--- config.mk ---
export PLATFORM = sky130hd
export DESIGN_NAME = tlb_page_table_translator_unit
export DESIGN_NICKNAME = d
export VERILOG_FILES = /design/src/design/tptu_pkg.sv /design/src/design/tptu_ram.sv /design/src/design/tptu_queue.sv /design/src/design/tptu_front.sv /design/src/design/tptu_back.sv /design/src/design/tlb_page_table_translator_unit.sv
export SDC_FILE = /design/constraint.sdc
export NUM_CORES = 2
export LEC_CHECK = 0
export BUFFER_PORTS_ARGS = -buffer_cell sky130_fd_sc_hd__buf_2
export CORE_MARGIN = 4
export CORE_UTILIZATION = 50
export DETAILED_ROUTE_END_ITERATION = 6
export PLACE_DENSITY = 0.7
export SLEW_MARGIN = 20
export SYNTH_ARGS = -nofsm -noshare
export SYNTH_HDL_FRONTEND = slang
export SYNTH_SLANG_ARGS = --single-unit
--- constraint.sdc ---
create_clock -name clock -period 14.8 [get_ports clock]
set_input_delay 0.74 -clock clock [delete_from_list [all_inputs] [get_ports clock]]
set_output_delay 0.74 -clock clock [all_outputs]
set_load 0.02 [all_outputs]
--- src/design/tptu_pkg.sv ---
// ---------------------------------------------------------------------------
// tptu_pkg
// Shared constants and types for the page table translator.
// ---------------------------------------------------------------------------
package tptu_pkg;

   localparam int ADDR_W     = 16;  // logical address width
   localparam int PHYS_W     = 15;  // physical address width
   localparam int PAGE_OUT_W = 8;   // width of the page numbers reported

   typedef struct packed {
      logic full;
      logic empty;
   } q_status_type;

endpackage

--- src/design/tptu_ram.sv ---
// ---------------------------------------------------------------------------
// tptu_ram
// Generic simple dual-port RAM, one write and one registered read port.
// ---------------------------------------------------------------------------
module tptu_ram #(
   parameter int WIDTH = 8,
   parameter int DEPTH = 16
) (
   input  logic                                    clock,
   input  logic                                    wr_en,
   input  logic [(DEPTH > 1 ? $clog2(DEPTH) : 1)-1:0] wr_addr,
   input  logic [WIDTH-1:0]                        wr_data,
   input  logic                                    rd_en,
   input  logic [(DEPTH > 1 ? $clog2(DEPTH) : 1)-1:0] rd_addr,
   output logic [WIDTH-1:0]                        rd_data
);

   logic [WIDTH-1:0] mem_ff [DEPTH];
   logic [WIDTH-1:0] rd_data_ff;

   always_ff @(posedge clock) begin
      if (wr_en) begin
         mem_ff[wr_addr] <= wr_data;
      end
      if (rd_en) begin
         rd_data_ff <= mem_ff[rd_addr];
      end
   end

   assign rd_data = rd_data_ff;

endmodule

--- src/design/tptu_queue.sv ---
// ---------------------------------------------------------------------------
// tptu_queue
// Two-entry queue between the address front end and the translation engine.
// ---------------------------------------------------------------------------
module tptu_queue #(
   parameter int WIDTH = 16
) (
   input  logic                  clock,
   input  logic                  reset,
   input  logic                  push,
   input  logic [WIDTH-1:0]      push_data,
   input  logic                  pop,
   output logic [WIDTH-1:0]      head_data,
   output tptu_pkg::q_status_type status
);

   logic [WIDTH-1:0] slot_ff [2];
   logic       wr_ptr_ff, wr_ptr_in;
   logic       rd_ptr_ff, rd_ptr_in;
   logic [1:0] count_ff, count_in;
   logic       do_push, do_pop;

   assign status.full  = (count_ff == 2'd2);
   assign status.empty = (count_ff == 2'd0);
   assign do_push = push && !status.full;
   assign do_pop  = pop && !status.empty;
   assign head_data = slot_ff[rd_ptr_ff];

   always_comb begin
      wr_ptr_in = do_push ? ~wr_ptr_ff : wr_ptr_ff;
      rd_ptr_in = do_pop ? ~rd_ptr_ff : rd_ptr_ff;
      count_in  = count_ff;
      if (do_push && !do_pop) begin
         count_in = count_ff + 2'd1;
      end else if (do_pop && !do_push) begin
         count_in = count_ff - 2'd1;
      end
   end

   always_ff @(posedge clock) begin
      if (reset) begin
         wr_ptr_ff <= 1'b0;
         rd_ptr_ff <= 1'b0;
         count_ff  <= 2'd0;
      end else begin
         wr_ptr_ff <= wr_ptr_in;
         rd_ptr_ff <= rd_ptr_in;
         count_ff  <= count_in;
      end
   end

   always_ff @(posedge clock) begin
      if (do_push) begin
         slot_ff[wr_ptr_ff] <= push_data;
      end
   end

endmodule

--- src/design/tptu_front.sv ---
// ---------------------------------------------------------------------------
// tptu_front
// Request intake: splits the logical address into page number and offset.
// ---------------------------------------------------------------------------
module tptu_front #(
   parameter int PAGE_COUNT  = 256,
   parameter int OFFSET_BITS = 8
) (
   input  logic                          clock,
   input  logic                          reset,
   input  logic                          init_done,
   input  logic                          req_valid,
   output logic                          req_ready,
   input  logic [tptu_pkg::ADDR_W-1:0]   req_logical_addr,
   input  tptu_pkg::q_status_type        q_status,
   output logic                          push,
   output logic [$clog2(PAGE_COUNT)+OFFSET_BITS-1:0] push_data
);

   localparam int PAGE_W    = $clog2(PAGE_COUNT);
   localparam bit PAGE_POW2 = (PAGE_COUNT & (PAGE_COUNT - 1)) == 0;

   if (PAGE_POW2) begin : g_mask
      logic [tptu_pkg::ADDR_W-1:0] raw_page;

      assign raw_page  = req_logical_addr >> OFFSET_BITS;
      assign req_ready = init_done && !q_status.full;
      assign push      = req_valid && req_ready;
      assign push_data = {raw_page[PAGE_W-1:0], req_logical_addr[OFFSET_BITS-1:0]};
   end else begin : g_reduce
      // page number reduced by a reciprocal multiply: the quotient estimate is
      // registered, then one multiply-subtract and one conditional subtract
      localparam int RAW_W   = tptu_pkg::ADDR_W;
      localparam int RECIP_W = RAW_W + 1;
      localparam int PROD_W  = RAW_W + RECIP_W;
      localparam int SHIFT   = RAW_W + PAGE_W;
      localparam logic [RECIP_W-1:0] RECIP = RECIP_W'((64'd1 << SHIFT) / PAGE_COUNT);

      logic               busy_ff, busy_in;
      logic               calc_ff, calc_in;
      logic [RAW_W-1:0]   raw_ff, raw_in;
      logic [RAW_W-1:0]   quot_ff, quot_in;
      logic [OFFSET_BITS-1:0] off_ff, off_in;
      logic [PROD_W-1:0]  prod;
      logic [RAW_W-1:0]   resid;
      logic               take;

      assign req_ready = init_done && !busy_ff;
      assign take      = req_valid && req_ready;
      assign push      = busy_ff && !calc_ff && !q_status.full;
      assign prod      = PROD_W'(raw_ff) * PROD_W'(RECIP);
      assign push_data = {resid[PAGE_W-1:0], off_ff};

      // estimate is low by at most one, so one correction step suffices
      always_comb begin
         resid = raw_ff - RAW_W'(quot_ff * RAW_W'(PAGE_COUNT));
         if (resid >= RAW_W'(PAGE_COUNT)) begin
            resid = resid - RAW_W'(PAGE_COUNT);
         end
      end

      always_comb begin
         busy_in = busy_ff;
         calc_in = calc_ff;
         raw_in  = raw_ff;
         quot_in = quot_ff;
         off_in  = off_ff;
         if (take) begin
            busy_in = 1'b1;
            calc_in = 1'b1;
            raw_in  = req_logical_addr >> OFFSET_BITS;
            off_in  = req_logical_addr[OFFSET_BITS-1:0];
         end else if (busy_ff && calc_ff) begin
            calc_in = 1'b0;
            quot_in = RAW_W'(prod >> SHIFT);
         end else if (push) begin
            busy_in = 1'b0;
         end
      end

      always_ff @(posedge clock) begin
         if (reset) begin
            busy_ff <= 1'b0;
            calc_ff <= 1'b0;
         end else begin
            busy_ff <= busy_in;
            calc_ff <= calc_in;
         end
      end

      always_ff @(posedge clock) begin
         raw_ff  <= raw_in;
         quot_ff <= quot_in;
         off_ff  <= off_in;
      end
   end

endmodule

--- src/design/tptu_back.sv ---
// ---------------------------------------------------------------------------
// tptu_back
// Translation engine: tlb search, page table walk, frame allocation and
// fifo eviction, tlb refill and the result register.
// ---------------------------------------------------------------------------
module tptu_back #(
   parameter int PAGE_COUNT  = 256,
   parameter int OFFSET_BITS = 8,
   parameter int TLB_ENTRIES = 16,
   parameter int FRAME_COUNT = 128
) (
   input  logic                              clock,
   input  logic                              reset,
   output logic                              init_done,
   input  tptu_pkg::q_status_type            q_status,
   input  logic [$clog2(PAGE_COUNT)+OFFSET_BITS-1:0] head_data,
   output logic                              pop,
   output logic                              rsp_valid,
   input  logic                              rsp_ready,
   output logic [tptu_pkg::PHYS_W-1:0]       rsp_phys_addr,
   output logic                              rsp_tlb_hit,
   output logic                              rsp_page_fault,
   output logic [tptu_pkg::PAGE_OUT_W-1:0]   rsp_load_page,
   output logic                              rsp_evicted_valid,
   output logic [tptu_pkg::PAGE_OUT_W-1:0]   rsp_evicted_page
);

   localparam int PAGE_W  = $clog2(PAGE_COUNT);
   localparam int FRAME_W = $clog2(FRAME_COUNT);
   localparam int NF_W    = $clog2(FRAME_COUNT + 1);
   localparam int TLB_W   = TLB_ENTRIES > 1 ? $clog2(TLB_ENTRIES) : 1;
   localparam int FILL_W  = $clog2(TLB_ENTRIES + 1);

   localparam logic [1:0] ST_CLEAR = 2'd0;
   localparam logic [1:0] ST_IDLE  = 2'd1;
   localparam logic [1:0] ST_LOOK  = 2'd2;
   localparam logic [1:0] ST_EVICT = 2'd3;

   logic [1:0]             state_ff, state_in;
   logic [PAGE_W-1:0]      clr_ff, clr_in;
   logic [NF_W-1:0]        next_free_ff, next_free_in;
   logic [FRAME_W-1:0]     victim_ff, victim_in;
   logic [FILL_W-1:0]      fill_ff, fill_in;
   logic [TLB_W-1:0]       oldest_ff, oldest_in;
   logic                   rsp_valid_ff, rsp_valid_in;

   logic [PAGE_W-1:0]      page_ff, page_in;
   logic [OFFSET_BITS-1:0] off_ff, off_in;
   logic                   hit_ff, hit_in;
   logic [PAGE_W-1:0]      ev_page_ff, ev_page_in;
   logic [PAGE_W-1:0]      tag_ff [TLB_ENTRIES];

   logic [tptu_pkg::PHYS_W-1:0]     phys_ff, phys_in;
   logic                            out_hit_ff, out_hit_in;
   logic                            fault_ff, fault_in;
   logic [tptu_pkg::PAGE_OUT_W-1:0] load_ff, load_in;
   logic                            evv_ff, evv_in;
   logic [tptu_pkg::PAGE_OUT_W-1:0] evp_ff, evp_in;

   logic [PAGE_W-1:0]      head_page;
   logic                   look_hit;
   logic [TLB_W-1:0]       look_idx;

   logic                   pt_we;
   logic [PAGE_W-1:0]      pt_waddr;
   logic [FRAME_W:0]       pt_wdata;
   logic [FRAME_W:0]       pt_rd;
   logic                   tlb_we;
   logic [TLB_W-1:0]       tlb_slot;
   logic [FRAME_W-1:0]     tlb_rd;
   logic                   own_we;
   logic [PAGE_W-1:0]      own_rd;

   logic                   fault;
   logic                   evict;
   logic [FRAME_W-1:0]     frame;
   logic                   out_free;

   assign init_done = (state_ff != ST_CLEAR);
   assign head_page = head_data[PAGE_W+OFFSET_BITS-1:OFFSET_BITS];
   assign out_free  = !rsp_valid_ff || rsp_ready;
   assign pop       = (state_ff == ST_IDLE) && !q_status.empty && out_free;

   // tags are unique, so at most one slot matches
   always_comb begin
      look_hit = 1'b0;
      look_idx = '0;
      for (int i = 0; i < TLB_ENTRIES; i++) begin
         if ((FILL_W'(i) < fill_ff) && (tag_ff[i] == head_page)) begin
            look_hit = 1'b1;
            look_idx = look_idx | TLB_W'(i);
         end
      end
   end

   always_comb begin
      fault = 1'b0;
      evict = 1'b0;
      if (hit_ff) begin
         frame = tlb_rd;
      end else if (pt_rd[FRAME_W]) begin
         frame = pt_rd[FRAME_W-1:0];
      end else begin
         fault = 1'b1;
         if (next_free_ff < NF_W'(FRAME_COUNT)) begin
            frame = next_free_ff[FRAME_W-1:0];
         end else begin
            evict = 1'b1;
            frame = victim_ff;
         end
      end
   end

   assign tlb_slot = (fill_ff < FILL_W'(TLB_ENTRIES)) ? fill_ff[TLB_W-1:0] : oldest_ff;

   always_comb begin
      state_in     = state_ff;
      clr_in       = clr_ff;
      next_free_in = next_free_ff;
      victim_in    = victim_ff;
      fill_in      = fill_ff;
      oldest_in    = oldest_ff;
      rsp_valid_in = rsp_valid_ff && !rsp_ready;
      page_in      = page_ff;
      off_in       = off_ff;
      hit_in       = hit_ff;
      ev_page_in   = ev_page_ff;
      phys_in      = phys_ff;
      out_hit_in   = out_hit_ff;
      fault_in     = fault_ff;
      load_in      = load_ff;
      evv_in       = evv_ff;
      evp_in       = evp_ff;
      pt_we        = 1'b0;
      pt_waddr     = page_ff;
      pt_wdata     = '0;
      tlb_we       = 1'b0;
      own_we       = 1'b0;
      unique case (state_ff)
         ST_CLEAR: begin
            pt_we    = 1'b1;
            pt_waddr = clr_ff;
            clr_in   = clr_ff + 1'b1;
            if (clr_ff == PAGE_W'(PAGE_COUNT - 1)) begin
               state_in = ST_IDLE;
            end
         end
         ST_IDLE: begin
            if (pop) begin
               page_in  = head_page;
               off_in   = head_data[OFFSET_BITS-1:0];
               hit_in   = look_hit;
               state_in = ST_LOOK;
            end
         end
         ST_LOOK: begin
            if (fault) begin
               pt_we    = 1'b1;
               pt_wdata = {1'b1, frame};
               own_we   = 1'b1;
               if (evict) begin
                  victim_in = (victim_ff == FRAME_W'(FRAME_COUNT - 1)) ?
                              '0 : victim_ff + 1'b1;
               end else begin
                  next_free_in = next_free_ff + 1'b1;
               end
            end
            if (!hit_ff) begin
               tlb_we = 1'b1;
               if (fill_ff < FILL_W'(TLB_ENTRIES)) begin
                  fill_in = fill_ff + 1'b1;
               end else begin
                  oldest_in = (oldest_ff == TLB_W'(TLB_ENTRIES - 1)) ?
                              '0 : oldest_ff + 1'b1;
               end
            end
            rsp_valid_in = 1'b1;
            phys_in      = tptu_pkg::PHYS_W'({frame, off_ff});
            out_hit_in   = hit_ff;
            fault_in     = fault;
            load_in      = fault ? tptu_pkg::PAGE_OUT_W'(page_ff) : '0;
            evv_in       = evict;
            evp_in       = evict ? tptu_pkg::PAGE_OUT_W'(own_rd) : '0;
            ev_page_in   = own_rd;
            state_in     = evict ? ST_EVICT : ST_IDLE;
         end
         ST_EVICT: begin
            // drop the mapping of the page that lost its frame
            pt_we    = 1'b1;
            pt_waddr = ev_page_ff;
            state_in = ST_IDLE;
         end
         default: begin
            state_in = ST_CLEAR;
         end
      endcase
   end

   always_ff @(posedge clock) begin
      if (reset) begin
         state_ff     <= ST_CLEAR;
         clr_ff       <= '0;
         next_free_ff <= '0;
         victim_ff    <= '0;
         fill_ff      <= '0;
         oldest_ff    <= '0;
         rsp_valid_ff <= 1'b0;
      end else begin
         state_ff     <= state_in;
         clr_ff       <= clr_in;
         next_free_ff <= next_free_in;
         victim_ff    <= victim_in;
         fill_ff      <= fill_in;
         oldest_ff    <= oldest_in;
         rsp_valid_ff <= rsp_valid_in;
      end
   end

   always_ff @(posedge clock) begin
      page_ff    <= page_in;
      off_ff     <= off_in;
      hit_ff     <= hit_in;
      ev_page_ff <= ev_page_in;
      phys_ff    <= phys_in;
      out_hit_ff <= out_hit_in;
      fault_ff   <= fault_in;
      load_ff    <= load_in;
      evv_ff     <= evv_in;
      evp_ff     <= evp_in;
      if (tlb_we) begin
         tag_ff[tlb_slot] <= page_ff;
      end
   end

   // page table entry: valid bit over frame number
   tptu_ram #(.WIDTH(FRAME_W + 1), .DEPTH(PAGE_COUNT)) u_page_table (
      .clock   (clock),
      .wr_en   (pt_we),
      .wr_addr (pt_waddr),
      .wr_data (pt_wdata),
      .rd_en   (pop),
      .rd_addr (head_page),
      .rd_data (pt_rd)
   );

   tptu_ram #(.WIDTH(FRAME_W), .DEPTH(TLB_ENTRIES)) u_tlb_frame (
      .clock   (clock),
      .wr_en   (tlb_we),
      .wr_addr (tlb_slot),
      .wr_data (frame),
      .rd_en   (pop),
      .rd_addr (look_idx),
      .rd_data (tlb_rd)
   );

   // owner of the next victim frame is always read ahead
   tptu_ram #(.WIDTH(PAGE_W), .DEPTH(FRAME_COUNT)) u_frame_owner (
      .clock   (clock),
      .wr_en   (own_we),
      .wr_addr (frame),
      .wr_data (page_ff),
      .rd_en   (1'b1),
      .rd_addr (victim_ff),
      .rd_data (own_rd)
   );

   assign rsp_valid         = rsp_valid_ff;
   assign rsp_phys_addr     = phys_ff;
   assign rsp_tlb_hit       = out_hit_ff;
   assign rsp_page_fault    = fault_ff;
   assign rsp_load_page     = load_ff;
   assign rsp_evicted_valid = evv_ff;
   assign rsp_evicted_page  = evp_ff;

endmodule

--- src/design/tlb_page_table_translator_unit.sv ---
// ---------------------------------------------------------------------------
// tlb_page_table_translator_unit
// Logical to physical address translation through a fifo-replaced tlb and a
// demand-paged page table with fifo frame eviction.
// ---------------------------------------------------------------------------
//  channel   direction  handshake             payload
//  req       in         req_valid/req_ready   req_logical_addr
//  rsp       out        rsp_valid/rsp_ready   physical address, hit, fault,
//                                             load page, evicted page
//
//  the engine takes a request (queue pop with tlb compare and table reads),
//  then resolves it, adding a page table write when a fault evicts a frame,
//  and pops the next one only after that; the registered page table read
//  and its one write port make these separate steps
//  with a non power of two PAGE_COUNT the intake holds one request at once
//  (accept, reciprocal multiply, residue), overlapped with the engine
//  after reset a pass clearing every page table entry holds req_ready low
//  a two-entry queue and the result register let either side stall alone
// ---------------------------------------------------------------------------
module tlb_page_table_translator_unit #(
   parameter int PAGE_COUNT  = 256,
   parameter int OFFSET_BITS = 8,
   parameter int TLB_ENTRIES = 16,
   parameter int FRAME_COUNT = 128
) (
   input  logic                            clock,
   input  logic                            reset,
   input  logic                            req_valid,
   output logic                            req_ready,
   input  logic [tptu_pkg::ADDR_W-1:0]     req_logical_addr,
   output logic                            rsp_valid,
   input  logic                            rsp_ready,
   output logic [tptu_pkg::PHYS_W-1:0]     rsp_phys_addr,
   output logic                            rsp_tlb_hit,
   output logic                            rsp_page_fault,
   output logic [tptu_pkg::PAGE_OUT_W-1:0] rsp_load_page,
   output logic                            rsp_evicted_valid,
   output logic [tptu_pkg::PAGE_OUT_W-1:0] rsp_evicted_page
);

   localparam int QW = $clog2(PAGE_COUNT) + OFFSET_BITS;

   tptu_pkg::q_status_type q_status;
   logic                   init_done;
   logic                   push;
   logic                   pop;
   logic [QW-1:0]          push_data;
   logic [QW-1:0]          head_data;

   tptu_front #(.PAGE_COUNT(PAGE_COUNT), .OFFSET_BITS(OFFSET_BITS)) u_front (
      .clock            (clock),
      .reset            (reset),
      .init_done        (init_done),
      .req_valid        (req_valid),
      .req_ready        (req_ready),
      .req_logical_addr (req_logical_addr),
      .q_status         (q_status),
      .push             (push),
      .push_data        (push_data)
   );

   tptu_queue #(.WIDTH(QW)) u_queue (
      .clock     (clock),
      .reset     (reset),
      .push      (push),
      .push_data (push_data),
      .pop       (pop),
      .head_data (head_data),
      .status    (q_status)
   );

   tptu_back #(
      .PAGE_COUNT  (PAGE_COUNT),
      .OFFSET_BITS (OFFSET_BITS),
      .TLB_ENTRIES (TLB_ENTRIES),
      .FRAME_COUNT (FRAME_COUNT)
   ) u_back (
      .clock             (clock),
      .reset             (reset),
      .init_done         (init_done),
      .q_status          (q_status),
      .head_data         (head_data),
      .pop               (pop),
      .rsp_valid         (rsp_valid),
      .rsp_ready         (rsp_ready),
      .rsp_phys_addr     (rsp_phys_addr),
      .rsp_tlb_hit       (rsp_tlb_hit),
      .rsp_page_fault    (rsp_page_fault),
      .rsp_load_page     (rsp_load_page),
      .rsp_evicted_valid (rsp_evicted_valid),
      .rsp_evicted_page  (rsp_evicted_page)
   );

endmodule

==> results.json <==
{
  "outcome": "completed",
  "finClkSkew_ps": 50.0,
  "synth_commonest_cells": "edfxtp_1 (3418), nand2_1 (2164), nand3_1 (1070), clkbuf_1 (502), nor2_1 (471)",
  "remaining_drc_errors": 0,
  "cts-root-buf": "clkbuf_16",
  "worst-path-max-fanout": 79,
  "gp_congestion": 0.876,
  "wl_per_cell_um": 26.3,
  "crit_family": "buffers and inverters",
  "num-fill-cells": 20799,
  "worst_pin_slew_ps": 1200,
  "finalHoldViolations": 0,
  "clkTransAtPathRegs_ps": 60,
  "postLayoutCoreUtil_pct": 55.7,
  "die_area_mm2": 0.284,
  "vdd.ir_drop.worst_uv": 103,
  "die_h_um": 533,
  "wl_um": 343000,
  "ys.flop_type": "edfxtp_1",
  "worst-path-buf-inv": 6,
  "slew_viol_final": 0,
  "power_leakage_nw": 49.7,
  "port_buffers": 55,
  "drtIter0Drc": 10422,
  "clk_latency_ps": 890,
  "syn-num-nets": 9295,
  "crit_arrival_ps": 8160,
  "path_common_cell": "buf_4",
  "drive_gt1_share_pct": 11.7,
  "tns_ps": 0,
  "worstPathCellList": "buf_4 > mux2i_4 > buf_4 > buf_4 > buf_4 > buf_4 > buf_4 > nand2_1 > nand3_1 > nand3_1 > a311oi_1 > nor3_1 > a21oi_1 > nand3_1 > nand4_1",
  "core_area_mm2": 0.274,
  "ios": 56,
  "cp-start-kind": "flop",
  "ys_types": 64,
  "grt-ovfl-total": 0,
  "fin_crit_ps": 7420,
  "ys_seq_elements": 3466,
  "fin_crit_sh_pct": 50.1,
  "hold_class": "input port to flop",
  "synth_edf_count": 3418,
  "synth_top_cell_by_area": "edfxtp_1",
  "max_stage_delay_ps": 820,
  "setup_viol": 0,
  "via_per_inst": 6.14,
  "dp_hpwl_um": 195000,
  "yosys.cell_count.top_type": "edfxtp_1",
  "synth_area_mm2": 0.138,
  "worstPathRequired_ps": 15550,
  "cts_tree": "built",
  "cts_setup_buffers": 0,
  "instances_no_fill": 13052,
  "numCtsBuffers": 349,
  "slew_headroom_pct": 20.0,
  "crit_type": "flop to flop",
  "placed_cells": 12426,
  "grt_first_pass_wirelength_um": 510000,
  "ys_seq_area_share_pct": 75.2,
  "area_delta_synth_final_pct": 10.7,
  "synth_area_leaders": "edfxtp_1 (75%), nand2_1 (5.9%), mux4_2 (5.5%)",
  "ys_warn_count": 0,
  "syn_avg_cell_area_um2": 14.9,
  "yosysTopAreaCellShare_pct": 74.5,
  "grt_setup_unrepaired": "no",
  "clock_path_buffers": 4,
  "core.rowCount": 192,
  "vias": 80129,
  "end_kind": "flop",
  "cp_slowest_cell": "buf_4",
  "antenna_found_initial": 3,
  "grt_pass1_vias": 77316,
  "dp_slack_ps": 7560,
  "cts.sinks": 3466,
  "grt_start_max_net_pins": 200,
  "fmax_mhz": 135,
  "worst_slack_ps": 7380,
  "p_per_area_mw_per_mm2": 127,
  "async_flop_share_pct": 0,
  "drtAntennaViolNets": 0,
  "start_util_pct": 50.3,
  "die_w_um": 533,
  "max_cap_violations": 0,
  "finalPower_mw": 19.3,
  "ctsResizeCount": 0,
  "syn-instance-count": 9264,
  "drtPass1Iterations": 6,
  "final_nets": 9219,
  "htree_levels": 5,
  "gr-usage-all-layers_pct": 23.6,
  "hold_buffers": 0
}
-- cell type report --
type	instances	area, um2	area share (%)
well taps	3589	4490	2.95
clock buffers	425	9180	6.02
diodes	5	12.5	0.00821
flip-flops and latches	3466	104000	68.0
inverters	19	97.6	0.0640
clock inverters	196	1850	1.21
repair buffers	193	1420	0.934
multi-input cells	5159	31700	20.8
-- power by group --
group	total (mW)	switching [mW]	internal, mW
Sequential	10.6	0.00322	10.6
Clock	8.62	3.66	4.96
Combinational	0.0766	0.0608	0.0157
-- path summary, 6_finish.rpt --
path	cells past startpoint	end	start	slack [ps]
min reg2reg	0	u_back.rsp_phys_addr[5]	u_back.off_ff[5]	420
max	15	u_back.u_page_table.rd_data[1]	flop	7380
min	1	u_queue.slot_ff[0][14]	req_logical_addr[14]	80
max reg2reg	15	u_back.u_page_table.rd_data[1]	flop	7380
-- routing by layer --
metal	vias to the layer above	part of all wire, %	track usage (%)
li1	34810	-	-
met1	40486	39	32.5
met2	4104	48	37.5
met3	727	9.0	4.27
met4	2	4.4	9.24
met5	-	0.0038	0
-- cells in the final DEF (no fill, tap or decap), drive strengths merged, types with 31 or more instances in the layout --
cell type,n
nand2,2164
clkinv,140
a31oi,37
mux2,31
bufinv,31
nor2,471
buf,193
inv,33
dfxtp,48
and3,144
mux2i,65
clkbuf,425
nand3,1070
nor3,50
edfxtp,3418
a311oi,353
mux4,336
a21oi,89
xnor2,124
-- flip-flops by register name, summed over array words and instances, names as in the netlist, 4 cells and up, named ones only --
| name | cells |
|---|---|
| u_back.u_frame_owner.rd_data | 8 |
| u_back.page_ff | 8 |
| u_back.tag_ff | 128 |
| u_back.u_page_table.rd_data | 8 |
| u_back.clr_ff | 8 |
| u_back.u_tlb_frame.rd_data | 7 |
| u_back.u_page_table.mem_ff | 2048 |
| u_back.victim_ff | 7 |
| u_back.off_ff | 8 |
| u_back.fill_ff | 5 |
| u_back.rsp_load_page | 8 |
| u_back.ev_page_ff | 8 |
| u_queue.slot_ff | 32 |
| u_back.oldest_ff | 4 |
| u_back.next_free_ff | 8 |
| u_back.rsp_evicted_page | 8 |
| u_back.u_frame_owner.mem_ff | 1024 |
| u_back.u_tlb_frame.mem_ff | 112 |
| u_back.rsp_phys_addr | 15 |
-- stage by stage --
stage | instance area, um2 | hold WS [ps]
5_1_grt | 152000 | 46.1
4_1_cts | 152000 | 7.67
3_3_place_gp | 141000 | 401
6_report | 152000 | 76.3
2_1_floorplan | 138000 | 400
3_5_place_dp | 141000 | 406
-- cells by family after synthesis --
kind of cell / count (synthesis) / synth area share (%)
multiplexers: 432 / 6.28
AO/OA/AOI/OAI: 567 / 3.22
flip-flops: 3466 / 75.2
XOR/XNOR: 149 / 0.948
AND/OR/NAND/NOR: 4000 / 12.4
adder cells (fa/ha/maj): 11 / 0.100
buffers and inverters: 639 / 1.81
(Power assumes the default switching activity.)
